<file path="src/design/rbe_pkg.sv">
// types and constants shared by the report-by-exception deadband block
// no dependencies; every other design file but rbe_rsp_if refers to it by scoped names

package rbe_pkg;

   // snapshot item modes
   typedef enum logic [1:0] {
      MODE_CHECK  = 2'd0,
      MODE_RECORD = 2'd1,
      MODE_RESET  = 2'd2,
      MODE_IGNORE = 2'd3
   } rbe_mode_type;

   // configuration register indexes
   localparam int CSR_IDX_W = 3;
   localparam int CSR_DATA_W = 32;
   localparam logic [CSR_IDX_W-1:0] CSR_FORCE_INTERVAL = 3'd0;
   localparam logic [CSR_IDX_W-1:0] CSR_DEADBAND_FIRST = 3'd1;
   localparam int DEADBAND_COUNT = 6;
   localparam int DEADBAND_W = 31;
   localparam logic [31:0] FORCE_INTERVAL_RESET = 32'd60000;

   // one input word, packed
   typedef struct packed {
      rbe_mode_type       mode;
      logic [4:0]         channel;
      logic [2:0]         measurement_kind;
      logic               supported;
      logic signed [31:0] sample_value;
      logic               sample_valid;
      logic               sample_stale;
      logic [2:0]         liveness_flags;
      logic [15:0]        status_code;
      logic [47:0]        now_ms;
      logic               last_item;
   } rbe_req_type;

   // published reference of one channel
   typedef struct packed {
      logic signed [31:0] value;
      logic               valid;
      logic               stale;
   } rbe_sample_type;

   // channel table update controls
   typedef struct packed {
      logic clear_all;
      logic wr_en;
   } rbe_tbl_ctl_type;

   // snapshot tracking status
   typedef struct packed {
      logic ever_published;
      logic mid_snapshot;
   } rbe_snap_stat_type;

endpackage

</file>
<file path="src/design/rbe_req_if.sv">
// input channel: valid/ready handshake carrying one channel item
// uses rbe_pkg for the mode type

interface rbe_req_if;
   logic                 valid;
   logic                 ready;
   rbe_pkg::rbe_mode_type mode;
   logic [4:0]           channel;
   logic [2:0]           measurement_kind;
   logic                 supported;
   logic signed [31:0]   sample_value;
   logic                 sample_valid;
   logic                 sample_stale;
   logic [2:0]           liveness_flags;
   logic [15:0]          status_code;
   logic [47:0]          now_ms;
   logic                 last_item;

   modport source (
      output valid, mode, channel, measurement_kind, supported, sample_value,
         sample_valid, sample_stale, liveness_flags, status_code, now_ms, last_item,
      input  ready
   );
   modport sink (
      input  valid, mode, channel, measurement_kind, supported, sample_value,
         sample_valid, sample_stale, liveness_flags, status_code, now_ms, last_item,
      output ready
   );
endinterface

</file>
<file path="src/design/rbe_rsp_if.sv">
// result channel: valid/ready handshake carrying the publish decision
// no dependencies

interface rbe_rsp_if;
   logic valid;
   logic ready;
   logic publish;

   modport source (output valid, publish, input ready);
   modport sink (input valid, publish, output ready);
endinterface

</file>
<file path="src/design/rbe_csr.sv">
// configuration registers: force interval and per-kind deadbands
// uses rbe_pkg for register indexes and reset values

module rbe_csr (
   input  logic                                 clock,
   input  logic                                 reset,
   input  logic                                 csr_we,
   input  logic [rbe_pkg::CSR_IDX_W-1:0]         csr_index,
   input  logic [rbe_pkg::CSR_DATA_W-1:0]        csr_wdata,
   input  logic [2:0]                           kind,
   output logic [31:0]                          force_interval,
   output logic [rbe_pkg::DEADBAND_W-1:0]        band
);

   logic [31:0]                   force_interval_ff;
   logic [rbe_pkg::DEADBAND_W-1:0] deadband_ff [rbe_pkg::DEADBAND_COUNT];

   // register writes, indexes past the list are dropped
   always_ff @(posedge clock) begin
      if (reset) begin
         force_interval_ff <= rbe_pkg::FORCE_INTERVAL_RESET;
         for (int i = 0; i < rbe_pkg::DEADBAND_COUNT; i++) begin
            deadband_ff[i] <= '0;
         end
      end else if (csr_we) begin
         if (csr_index == rbe_pkg::CSR_FORCE_INTERVAL) begin
            force_interval_ff <= csr_wdata;
         end
         for (int i = 0; i < rbe_pkg::DEADBAND_COUNT; i++) begin
            if (csr_index == rbe_pkg::CSR_IDX_W'(rbe_pkg::CSR_DEADBAND_FIRST + i)) begin
               deadband_ff[i] <= csr_wdata[rbe_pkg::DEADBAND_W-1:0];
            end
         end
      end
   end

   // deadband of the item's kind, kinds past the list get zero
   always_comb begin
      band = '0;
      for (int i = 0; i < rbe_pkg::DEADBAND_COUNT; i++) begin
         if (kind == 3'(i)) begin
            band = deadband_ff[i];
         end
      end
   end

   assign force_interval = force_interval_ff;

endmodule

</file>
<file path="src/design/rbe_chan_table.sv">
// channel table: presence bits in flops plus published sample memory
// uses rbe_pkg for the sample and control types

module rbe_chan_table #(
   parameter int CHANNELS = 32,
   parameter int IDX_W = 5
) (
   input  logic                    clock,
   input  logic                    reset,
   input  rbe_pkg::rbe_tbl_ctl_type ctl,
   input  logic [IDX_W-1:0]        wr_idx,
   input  rbe_pkg::rbe_sample_type  wr_sample,
   input  logic                    rd_en,
   input  logic [IDX_W-1:0]        rd_idx,
   output rbe_pkg::rbe_sample_type  rd_sample,
   input  logic [IDX_W-1:0]        chk_idx,
   output logic                    chk_present
);

   logic                   present_ff [CHANNELS];
   rbe_pkg::rbe_sample_type sample_mem [CHANNELS];
   rbe_pkg::rbe_sample_type rd_sample_ff;

   // presence bits: clear all, then mark the written entry
   always_ff @(posedge clock) begin
      if (reset) begin
         for (int i = 0; i < CHANNELS; i++) begin
            present_ff[i] <= 1'b0;
         end
      end else begin
         for (int i = 0; i < CHANNELS; i++) begin
            present_ff[i] <= (present_ff[i] && !ctl.clear_all) ||
               (ctl.wr_en && (wr_idx == IDX_W'(i)));
         end
      end
   end

   // sample memory write port
   always_ff @(posedge clock) begin
      if (ctl.wr_en) begin
         sample_mem[wr_idx] <= wr_sample;
      end
   end

   // registered read, bypassing a write to the same entry at the same edge
   always_ff @(posedge clock) begin
      if (rd_en) begin
         if (ctl.wr_en && (wr_idx == rd_idx)) begin
            rd_sample_ff <= wr_sample;
         end else begin
            rd_sample_ff <= sample_mem[rd_idx];
         end
      end
   end

   assign rd_sample   = rd_sample_ff;
   assign chk_present = present_ff[chk_idx];

endmodule

</file>
<file path="src/design/rbe_snapshot.sv">
// snapshot-level state and the publish decision of a check snapshot
// uses rbe_pkg for the item word, mode codes and status struct

module rbe_snapshot (
   input  logic                      clock,
   input  logic                      reset,
   input  logic                      fire,
   input  rbe_pkg::rbe_req_type       item,
   input  logic                      chan_hit,
   input  logic [31:0]               force_interval,
   output logic                      publish,
   output rbe_pkg::rbe_snap_stat_type stat
);

   logic        ever_published_ff;
   logic [47:0] last_publish_time_ff;
   logic [2:0]  published_liveness_ff;
   logic [15:0] published_status_ff;
   logic        change_seen_ff;
   logic        mid_snapshot_ff;

   logic        change_base;
   logic        change_new;
   logic [47:0] elapsed;
   logic        time_back;
   logic        forced;

   // change flag restarts on the first word of a snapshot
   assign change_base = mid_snapshot_ff && change_seen_ff;
   assign change_new  = change_base || chan_hit;

   // time checks; elapsed only matters when time did not go back
   assign elapsed   = item.now_ms - last_publish_time_ff;
   assign time_back = item.now_ms < last_publish_time_ff;
   assign forced    = elapsed >= {16'd0, force_interval};

   assign publish = !ever_published_ff ||
      (item.liveness_flags != published_liveness_ff) ||
      (item.status_code != published_status_ff) ||
      time_back || forced || change_new;

   // state update per executed word
   always_ff @(posedge clock) begin
      if (reset) begin
         ever_published_ff     <= 1'b0;
         last_publish_time_ff  <= '0;
         published_liveness_ff <= '0;
         published_status_ff   <= '0;
         change_seen_ff        <= 1'b0;
         mid_snapshot_ff       <= 1'b0;
      end else if (fire) begin
         unique case (item.mode)
            rbe_pkg::MODE_RESET: begin
               ever_published_ff    <= 1'b0;
               last_publish_time_ff <= '0;
               change_seen_ff       <= 1'b0;
               mid_snapshot_ff      <= 1'b0;
            end
            rbe_pkg::MODE_RECORD: begin
               mid_snapshot_ff <= !item.last_item;
               if (item.last_item) begin
                  last_publish_time_ff  <= item.now_ms;
                  ever_published_ff     <= 1'b1;
                  published_liveness_ff <= item.liveness_flags;
                  published_status_ff   <= item.status_code;
                  change_seen_ff        <= 1'b0;
               end else begin
                  change_seen_ff <= change_base;
               end
            end
            rbe_pkg::MODE_CHECK: begin
               mid_snapshot_ff <= !item.last_item;
               change_seen_ff  <= !item.last_item && change_new;
            end
            default: begin
            end
         endcase
      end
   end

   assign stat.ever_published = ever_published_ff;
   assign stat.mid_snapshot   = mid_snapshot_ff;

endmodule

</file>
<file path="src/design/deadband_report_by_exception_top.sv">
// top level of the report-by-exception deadband block
// uses rbe_pkg, rbe_req_if, rbe_rsp_if, rbe_csr, rbe_chan_table and rbe_snapshot
//
//   port      dir   handshake          contents
//   req_ch    in    valid/ready        one channel item of a snapshot
//   rsp_ch    out   valid/ready        publish decision of a check snapshot
//   csr_*     in    write enable only  force interval and six deadbands
//
// one word per cycle unless stalled: a word is registered on accept, evaluated in
// the next cycle against the channel table and snapshot state, and its decision
// is registered in the result register as the word leaves the stage; the sample
// memory read is registered with the input word. reset is synchronous and clears
// all control state and presence bits at once. the input stalls only while a
// finished decision waits in the result register and the staged word also produces one.

module deadband_report_by_exception_top #(
   parameter int CHANNELS = 32
) (
   input  logic                          clock,
   input  logic                          reset,
   rbe_req_if.sink                       req_ch,
   rbe_rsp_if.source                     rsp_ch,
   input  logic                          csr_we,
   input  logic [rbe_pkg::CSR_IDX_W-1:0]  csr_index,
   input  logic [rbe_pkg::CSR_DATA_W-1:0] csr_wdata
);

   localparam int IDX_W = (CHANNELS > 1) ? $clog2(CHANNELS) : 1;

   rbe_pkg::rbe_req_type       req_word;
   rbe_pkg::rbe_req_type       s1_item_ff;
   logic                      s1_valid_ff;
   logic                      rsp_valid_ff;
   logic                      publish_ff;

   logic                      req_fire;
   logic                      s1_emit;
   logic                      s1_go;
   logic                      s1_fire;
   logic                      s1_usable;
   logic [IDX_W-1:0]          s1_idx;
   logic [IDX_W-1:0]          rd_idx;
   logic                      present;
   logic                      eff_present;
   rbe_pkg::rbe_sample_type    rec;
   rbe_pkg::rbe_sample_type    wr_sample;
   rbe_pkg::rbe_tbl_ctl_type   tbl_ctl;
   rbe_pkg::rbe_snap_stat_type stat;
   logic [31:0]               force_interval;
   logic [rbe_pkg::DEADBAND_W-1:0] band;
   logic signed [32:0]        diff;
   logic [32:0]               mag;
   logic                      hit;
   logic                      chan_hit;
   logic                      publish;

   // pack the input word
   always_comb begin
      req_word.mode             = req_ch.mode;
      req_word.channel          = req_ch.channel;
      req_word.measurement_kind = req_ch.measurement_kind;
      req_word.supported        = req_ch.supported;
      req_word.sample_value     = req_ch.sample_value;
      req_word.sample_valid     = req_ch.sample_valid;
      req_word.sample_stale     = req_ch.sample_stale;
      req_word.liveness_flags   = req_ch.liveness_flags;
      req_word.status_code      = req_ch.status_code;
      req_word.now_ms           = req_ch.now_ms;
      req_word.last_item        = req_ch.last_item;
   end

   // handshake and stage advance
   assign s1_emit  = (s1_item_ff.mode == rbe_pkg::MODE_CHECK) && s1_item_ff.last_item;
   assign s1_go    = !s1_emit || !rsp_valid_ff || rsp_ch.ready;
   assign s1_fire  = s1_valid_ff && s1_go;
   assign req_ch.ready = !s1_valid_ff || s1_go;
   assign req_fire = req_ch.valid && req_ch.ready;

   // input stage register
   always_ff @(posedge clock) begin
      if (reset) begin
         s1_valid_ff <= 1'b0;
      end else if (req_ch.ready) begin
         s1_valid_ff <= req_ch.valid;
      end
   end

   always_ff @(posedge clock) begin
      if (req_fire) begin
         s1_item_ff <= req_word;
      end
   end

   // configuration
   rbe_csr u_csr (
      .clock          (clock),
      .reset          (reset),
      .csr_we         (csr_we),
      .csr_index      (csr_index),
      .csr_wdata      (csr_wdata),
      .kind           (s1_item_ff.measurement_kind),
      .force_interval (force_interval),
      .band           (band)
   );

   // table addressing; out-of-range channels are treated as unsupported
   assign rd_idx    = IDX_W'(req_ch.channel);
   assign s1_idx    = IDX_W'(s1_item_ff.channel);
   assign s1_usable = s1_item_ff.supported && (32'(s1_item_ff.channel) < CHANNELS);

   // a record snapshot starts from an empty table
   assign eff_present = present && stat.mid_snapshot;

   assign tbl_ctl.clear_all = s1_fire && ((s1_item_ff.mode == rbe_pkg::MODE_RESET) ||
      ((s1_item_ff.mode == rbe_pkg::MODE_RECORD) && !stat.mid_snapshot));
   assign tbl_ctl.wr_en = s1_fire && (s1_item_ff.mode == rbe_pkg::MODE_RECORD) &&
      s1_usable && !eff_present;

   assign wr_sample.value = s1_item_ff.sample_value;
   assign wr_sample.valid = s1_item_ff.sample_valid;
   assign wr_sample.stale = s1_item_ff.sample_stale;

   rbe_chan_table #(
      .CHANNELS (CHANNELS),
      .IDX_W    (IDX_W)
   ) u_table (
      .clock       (clock),
      .reset       (reset),
      .ctl         (tbl_ctl),
      .wr_idx      (s1_idx),
      .wr_sample   (wr_sample),
      .rd_en       (req_fire),
      .rd_idx      (rd_idx),
      .rd_sample   (rec),
      .chk_idx     (s1_idx),
      .chk_present (present)
   );

   // per-channel change against the published reference
   assign diff = {s1_item_ff.sample_value[31], s1_item_ff.sample_value} -
      {rec.value[31], rec.value};
   assign mag  = diff[32] ? 33'(~diff + 33'd1) : 33'(diff);
   assign hit  = !present ||
      (rec.valid != s1_item_ff.sample_valid) ||
      (rec.stale != s1_item_ff.sample_stale) ||
      (s1_item_ff.sample_valid && (mag > {2'b00, band}));
   assign chan_hit = (s1_item_ff.mode == rbe_pkg::MODE_CHECK) && s1_usable && hit;

   rbe_snapshot u_snapshot (
      .clock          (clock),
      .reset          (reset),
      .fire           (s1_fire),
      .item           (s1_item_ff),
      .chan_hit       (chan_hit),
      .force_interval (force_interval),
      .publish        (publish),
      .stat           (stat)
   );

   // result register
   always_ff @(posedge clock) begin
      if (reset) begin
         rsp_valid_ff <= 1'b0;
      end else if (s1_fire && s1_emit) begin
         rsp_valid_ff <= 1'b1;
      end else if (rsp_ch.ready) begin
         rsp_valid_ff <= 1'b0;
      end
   end

   always_ff @(posedge clock) begin
      if (s1_fire && s1_emit) begin
         publish_ff <= publish;
      end
   end

   assign rsp_ch.valid   = rsp_valid_ff;
   assign rsp_ch.publish = publish_ff;

   // a check last word always lands in the result register
   a_emit_lands: assert property (@(posedge clock) disable iff (reset)
      (s1_fire && s1_emit) |=> rsp_valid_ff)
      else $error("decision of a check snapshot was lost");

   // input back-pressure only from a full result register
   a_stall_cause: assert property (@(posedge clock) disable iff (reset)
      !req_ch.ready |-> (s1_valid_ff && s1_emit && rsp_valid_ff && !rsp_ch.ready))
      else $error("input stalled without a pending decision");

   // a reset word leaves nothing published and no open snapshot
   a_reset_word: assert property (@(posedge clock) disable iff (reset)
      (s1_fire && (s1_item_ff.mode == rbe_pkg::MODE_RESET)) |=>
      (!stat.ever_published && !stat.mid_snapshot))
      else $error("reset word did not clear snapshot state");

endmodule
</file>
<file path="src/flat_wrapper.sv">
// flat-port wrapper written by rule: the top's interface ports become plain ports
module deadband_report_by_exception_top_flat 
#(
   parameter int CHANNELS = 32
)
  (clock, reset, csr_we, csr_index, csr_wdata, req_ch_valid, req_ch_mode, req_ch_channel, req_ch_measurement_kind, req_ch_supported, req_ch_sample_value, req_ch_sample_valid, req_ch_sample_stale, req_ch_liveness_flags, req_ch_status_code, req_ch_now_ms, req_ch_last_item, req_ch_ready, rsp_ch_valid, rsp_ch_publish, rsp_ch_ready);
  rbe_req_if req_ch_i ();
  rbe_rsp_if rsp_ch_i ();
  input  logic clock;
  input  logic reset;
  input  logic csr_we;
  input  logic [rbe_pkg::CSR_IDX_W-1:0] csr_index;
  input  logic [rbe_pkg::CSR_DATA_W-1:0] csr_wdata;
  input wire logic [$bits(req_ch_i.valid)-1:0] req_ch_valid;
  input wire logic [$bits(req_ch_i.mode)-1:0] req_ch_mode;
  input wire logic [$bits(req_ch_i.channel)-1:0] req_ch_channel;
  input wire logic [$bits(req_ch_i.measurement_kind)-1:0] req_ch_measurement_kind;
  input wire logic [$bits(req_ch_i.supported)-1:0] req_ch_supported;
  input wire logic [$bits(req_ch_i.sample_value)-1:0] req_ch_sample_value;
  input wire logic [$bits(req_ch_i.sample_valid)-1:0] req_ch_sample_valid;
  input wire logic [$bits(req_ch_i.sample_stale)-1:0] req_ch_sample_stale;
  input wire logic [$bits(req_ch_i.liveness_flags)-1:0] req_ch_liveness_flags;
  input wire logic [$bits(req_ch_i.status_code)-1:0] req_ch_status_code;
  input wire logic [$bits(req_ch_i.now_ms)-1:0] req_ch_now_ms;
  input wire logic [$bits(req_ch_i.last_item)-1:0] req_ch_last_item;
  output wire logic [$bits(req_ch_i.ready)-1:0] req_ch_ready;
  output wire logic [$bits(rsp_ch_i.valid)-1:0] rsp_ch_valid;
  output wire logic [$bits(rsp_ch_i.publish)-1:0] rsp_ch_publish;
  input wire logic [$bits(rsp_ch_i.ready)-1:0] rsp_ch_ready;
  assign req_ch_i.valid = req_ch_valid;
  assign req_ch_i.mode = req_ch_mode;
  assign req_ch_i.channel = req_ch_channel;
  assign req_ch_i.measurement_kind = req_ch_measurement_kind;
  assign req_ch_i.supported = req_ch_supported;
  assign req_ch_i.sample_value = req_ch_sample_value;
  assign req_ch_i.sample_valid = req_ch_sample_valid;
  assign req_ch_i.sample_stale = req_ch_sample_stale;
  assign req_ch_i.liveness_flags = req_ch_liveness_flags;
  assign req_ch_i.status_code = req_ch_status_code;
  assign req_ch_i.now_ms = req_ch_now_ms;
  assign req_ch_i.last_item = req_ch_last_item;
  assign req_ch_ready = req_ch_i.ready;
  assign rsp_ch_valid = rsp_ch_i.valid;
  assign rsp_ch_publish = rsp_ch_i.publish;
  assign rsp_ch_i.ready = rsp_ch_ready;
  deadband_report_by_exception_top #(.CHANNELS(CHANNELS)) u_core (.clock(clock), .reset(reset), .req_ch(req_ch_i), .rsp_ch(rsp_ch_i), .csr_we(csr_we), .csr_index(csr_index), .csr_wdata(csr_wdata));
endmodule
</file>
<file path="config.mk">
export PLATFORM = sky130hd
export DESIGN_NAME = deadband_report_by_exception_top_flat
export DESIGN_NICKNAME = d
export VERILOG_FILES = /design/src/design/rbe_pkg.sv /design/src/design/rbe_req_if.sv /design/src/design/rbe_rsp_if.sv /design/src/design/rbe_csr.sv /design/src/design/rbe_chan_table.sv /design/src/design/rbe_snapshot.sv /design/src/design/deadband_report_by_exception_top.sv /design/src/flat_wrapper.sv
export SDC_FILE = /design/constraint.sdc
export NUM_CORES = 2
export LEC_CHECK = 0
export BUFFER_PORTS_ARGS = -buffer_cell sky130_fd_sc_hd__buf_2
export CORE_MARGIN = 1
export CORE_UTILIZATION = 56
export DETAILED_ROUTE_END_ITERATION = 10
export GPL_TIMING_DRIVEN = 0
export HOLD_SLACK_MARGIN = 0.02
export PLACE_DENSITY = 0.75
export SYNTH_ARGS = -nofsm -noshare
export SYNTH_HDL_FRONTEND = slang
export SYNTH_SLANG_ARGS = --single-unit
</file>
<file path="constraint.sdc">
create_clock -name clock -period 5.6 [get_ports clock]
set_input_delay 0.56 -clock clock [delete_from_list [all_inputs] [get_ports clock]]
set_output_delay 0.56 -clock clock [all_outputs]
set_load 0.05 [all_outputs]
</file>
==> impl_metrics.ini <==
[power_and_ir_drop]
peakVddDrop_v = 0.000481
p_per_area_nw_per_um2 = 342
p_int_mw = 20.1
p_leak_nw = 26.3
p_sw_mw = 6.70
switching_share_pct = 25.0
pwr-share-comb_pct = 12.7
clock_power_share_pct = 38.1
seqPwrFrac_pct = 49.2

[detailed_routing]
drcViolationCount = 0
vias_per_cell = 6.45
first_iter_violations = 4961
finalWirelength_um = 184000
via_count = 40651
dr.pass1.iters = 10
wl_per_cell_um = 29.2
drtAntennaViolNets = 0

[clocking]
clk_pin_slew_ns = 0.06
htreeDepth = 4
cts_made_buffers = 155
cts_tree = done
cts-root-buf = clkbuf_16
numClockSinks = 1563
clk-insertion-delay-late_ns = 0.81
clk_path_buf_depth = 3

[place]
gp_congestion = 0.949
dp_hpwl_um = 113000
dp_slack_ns = -2.04
place_inst = 5820
port_buffers = 154

[sta]
clock_skew_ns = 0.0468
worstMarginPinSlew_ns = 1.52
drv_slew = 36
relSlewSlack_pct = -1.66
min_period_over_period_pct = 108
finalSetupViolations = 2
final.setup.worst_slack_ns = -0.468
finalCriticalPeriod_ns = 6.07
fmax_mhz = 165
hold_viol_final = 0
rsz0062_at_grt = yes

[yosys]
ys_async_sr_fraction_pct = 0
synth-seq-area-share_pct = 68.1
syn_avg_cell_area_um2 = 16.3
synth_common_cells = edfxtp_1, mux4_2, nand2_1
ys_ff_latch = 1563
synth_top_area_share_pct = 63.9
yosysTopAreaCell = edfxtp_1
ys_types = 76
ys.flop_type = edfxtp_1
syn_nets = 4390
yosysWarnings = 0
synth_most_common_cell = edfxtp_1
syn_area_um2 = 66800
synth_edf_count = 1422
syn_inst = 4091
synth_top_cells_by_area = edfxtp_1, mux4_2, dfxtp_1, ha_1, and2_1

[critical_path]
worst_setup_path_end_kind = flip-flop
cp.required_ns = 6.11
r2r_slack_ns = -0.47
worstPathArrival_ns = 6.58
path_max_fanout = 4
cp_cell_sequence = inv_2, ha_4, fa_2, nand2b_4, a21o_4, a211oi_4, o21ai_2, a222oi_1, nor4bb_4, nand3b_1, nor2_2, a31oi_1, xnor2_1, ha_1, a21o_1, a21o_1, a21oi_4, o2111ai_2, a21oi_2, nor4b_4, a211oi_4, a2111o_1
crit_family = compound AO/OA/AOI/OAI gates
startpoint_type = flip-flop
slowest_delay_ns = 0.50
crit_type = flip-flop to flip-flop
path_buf_inv = 1
worst_path_max_delay_cell = edfxtp_1

[grt]
grt_pass1_wl_um = 267000
antenna_found_initial = 6
grt_max_degree = 78
track_usage_pct = 30.7
grt_pass1_vias = 40735
gr-total-overflow = 0

[final_layout]
nNetsFinal = 4941
layout-drive-gt1-share_pct = 22.3
area_growth_pct = 17.2
instances_no_fill = 6305

[min_path]
hold_path.class = input port to flip-flop

[floorplan]
initial_core_util_pct = 56.5
dieHeight_um = 347
ioPinCount = 156
fp-row-count = 126
dieArea_um2 = 121000
coreArea_um2 = 118000
die_width_um = 347

[run_status]
run_status = finished, violations left
violations = max-capacitance violations, max-slew violations, negative setup slack

[run]
maxCapViolations = 1
[kinds of logic after synthesis]
| group | synth area share, % |
|---|---|
| AOI/OAI and AO/OA | 5.87 |
| muxes | 13.7 |
| and+or+nand+nor | 6.22 |
| xor gates and xnor gates | 1.30 |
| adders and majority gates | 2.76 |
| DFF | 68.1 |
| buffers and inverters | 1.99 |
[per-layer routing]
metal  routed length [um]  global-route usage [%]  part of all wire [%]
met1                67900                    39.2                    37
met2                90900                    51.3                    49
met3                16500                    5.41                   9.0
met4                 8930                    14.4                   4.8
met5                   71                       0                 0.039
[worst reg2reg max path: stages, from the launching register on]
cell       delay [ns]
edfxtp_1         0.50
inv_2            0.10
ha_4             0.18
fa_2             0.36
nand2b_4         0.17
a21o_4           0.26
a211oi_4         0.36
o21ai_2          0.11
a222oi_1         0.41
nor4bb_4         0.31
nand3b_1         0.21
nor2_2           0.21
a31oi_1          0.12
xnor2_1          0.27
ha_1             0.30
a21o_1           0.16
a21o_1           0.21
a21oi_4          0.20
o2111ai_2        0.16
a21oi_2          0.29
nor4b_4          0.34
a211oi_4         0.11
a2111o_1         0.46
[per-stage QoR]
stage | hold WS, ns | utilization [%] | area (um2) | TNS, ns | total power [mW]
global placement | 0.445 | 58.8 | 69600 | -1621.49 | 16.2
global route | 0.0735 | 66.2 | 78300 | -0.979 | 27.5
detailed placement | 0.448 | 59.8 | 70700 | -3.92 | 16.3
floorplan | 0.436 | - | 66900 | 0 | 15.4
CTS | 0.0426 | 66.0 | 78100 | -0.262 | 26.7
finish | 0.0888 | 66.2 | 78300 | -0.666 | 26.8
[placed cells by master (no fill, tap or decap), types with 113 or more instances in the layout]
| cell type | instances |
|---|---|
| inv_1 | 149 |
| and2_1 | 196 |
| dfxtp_1 | 141 |
| a21oi_1 | 200 |
| buf_2 | 155 |
| ha_1 | 124 |
| nor2_1 | 171 |
| dlygate4sd3_1 | 113 |
| clkbuf_16 | 160 |
| nand2_1 | 250 |
| mux4_2 | 365 |
| edfxtp_1 | 1422 |
| clkbuf_1 | 193 |
[final cells by class]
class | instances | area (um2)
clock inverter | 85 | 792
multi-input combinational | 2175 | 20900
tap | 1536 | 1920
fill | 7784 | 40000
sequential | 1563 | 45500
buffer | 191 | 763
timing repair buffer | 405 | 3640
antenna | 2 | 5.00
clock buffer | 197 | 4140
inverter | 151 | 574
[power groups by stage]
stage	sequential, mW	combinational, mW	clock (mW)
6_report	13.2	3.40	10.2
5_1_grt	13.2	3.66	10.7
4_1_cts	13.2	3.26	10.3
3_5_place_dp	13.5	2.76	0
3_3_place_gp	13.5	2.67	0
2_1_floorplan	13.4	1.93	0
[timing repair]
action,in CTS,in global routing
hold endpoints to repair,113,0
setup buffers,89,10
resized for setup,105,31
hold buffers,113,0
setup endpoints to repair,2,2
pin swaps,42,28
[registers in the layout (all words and copies together), names as in the netlist, 3 cells and up, named ones only]
| name | cells |
|---|---|
| u_core.u_snapshot.last_publish_time_ff | 48 |
| u_core.s1_idx | 5 |
| u_core.u_table.sample_mem | 1088 |
| u_core.u_table.rd_sample | 34 |
| u_core.u_snapshot.published_liveness_ff | 3 |
| u_core.s1_item_ff | 107 |
| u_core.u_table.present_ff | 32 |
| u_core.u_snapshot.published_status_ff | 16 |
| u_core.u_csr.deadband_ff | 186 |
| u_core.u_csr.force_interval | 32 |
[path summary, 6_finish.rpt]
path / startpoint / to / depth (start not counted)
worst max-delay path: u_core.s1_item_ff[70] / u_core.rsp_ch.publish / 22
worst min-delay path: csr_wdata[31] / u_core.u_csr.force_interval[31] / 3
worst max register to register: u_core.s1_item_ff[70] / u_core.rsp_ch.publish / 22
worst min register to register: u_core.u_csr.force_interval[20] / u_core.u_csr.force_interval[20] / 2
Note: power is estimated with default switching activity, not from simulation.
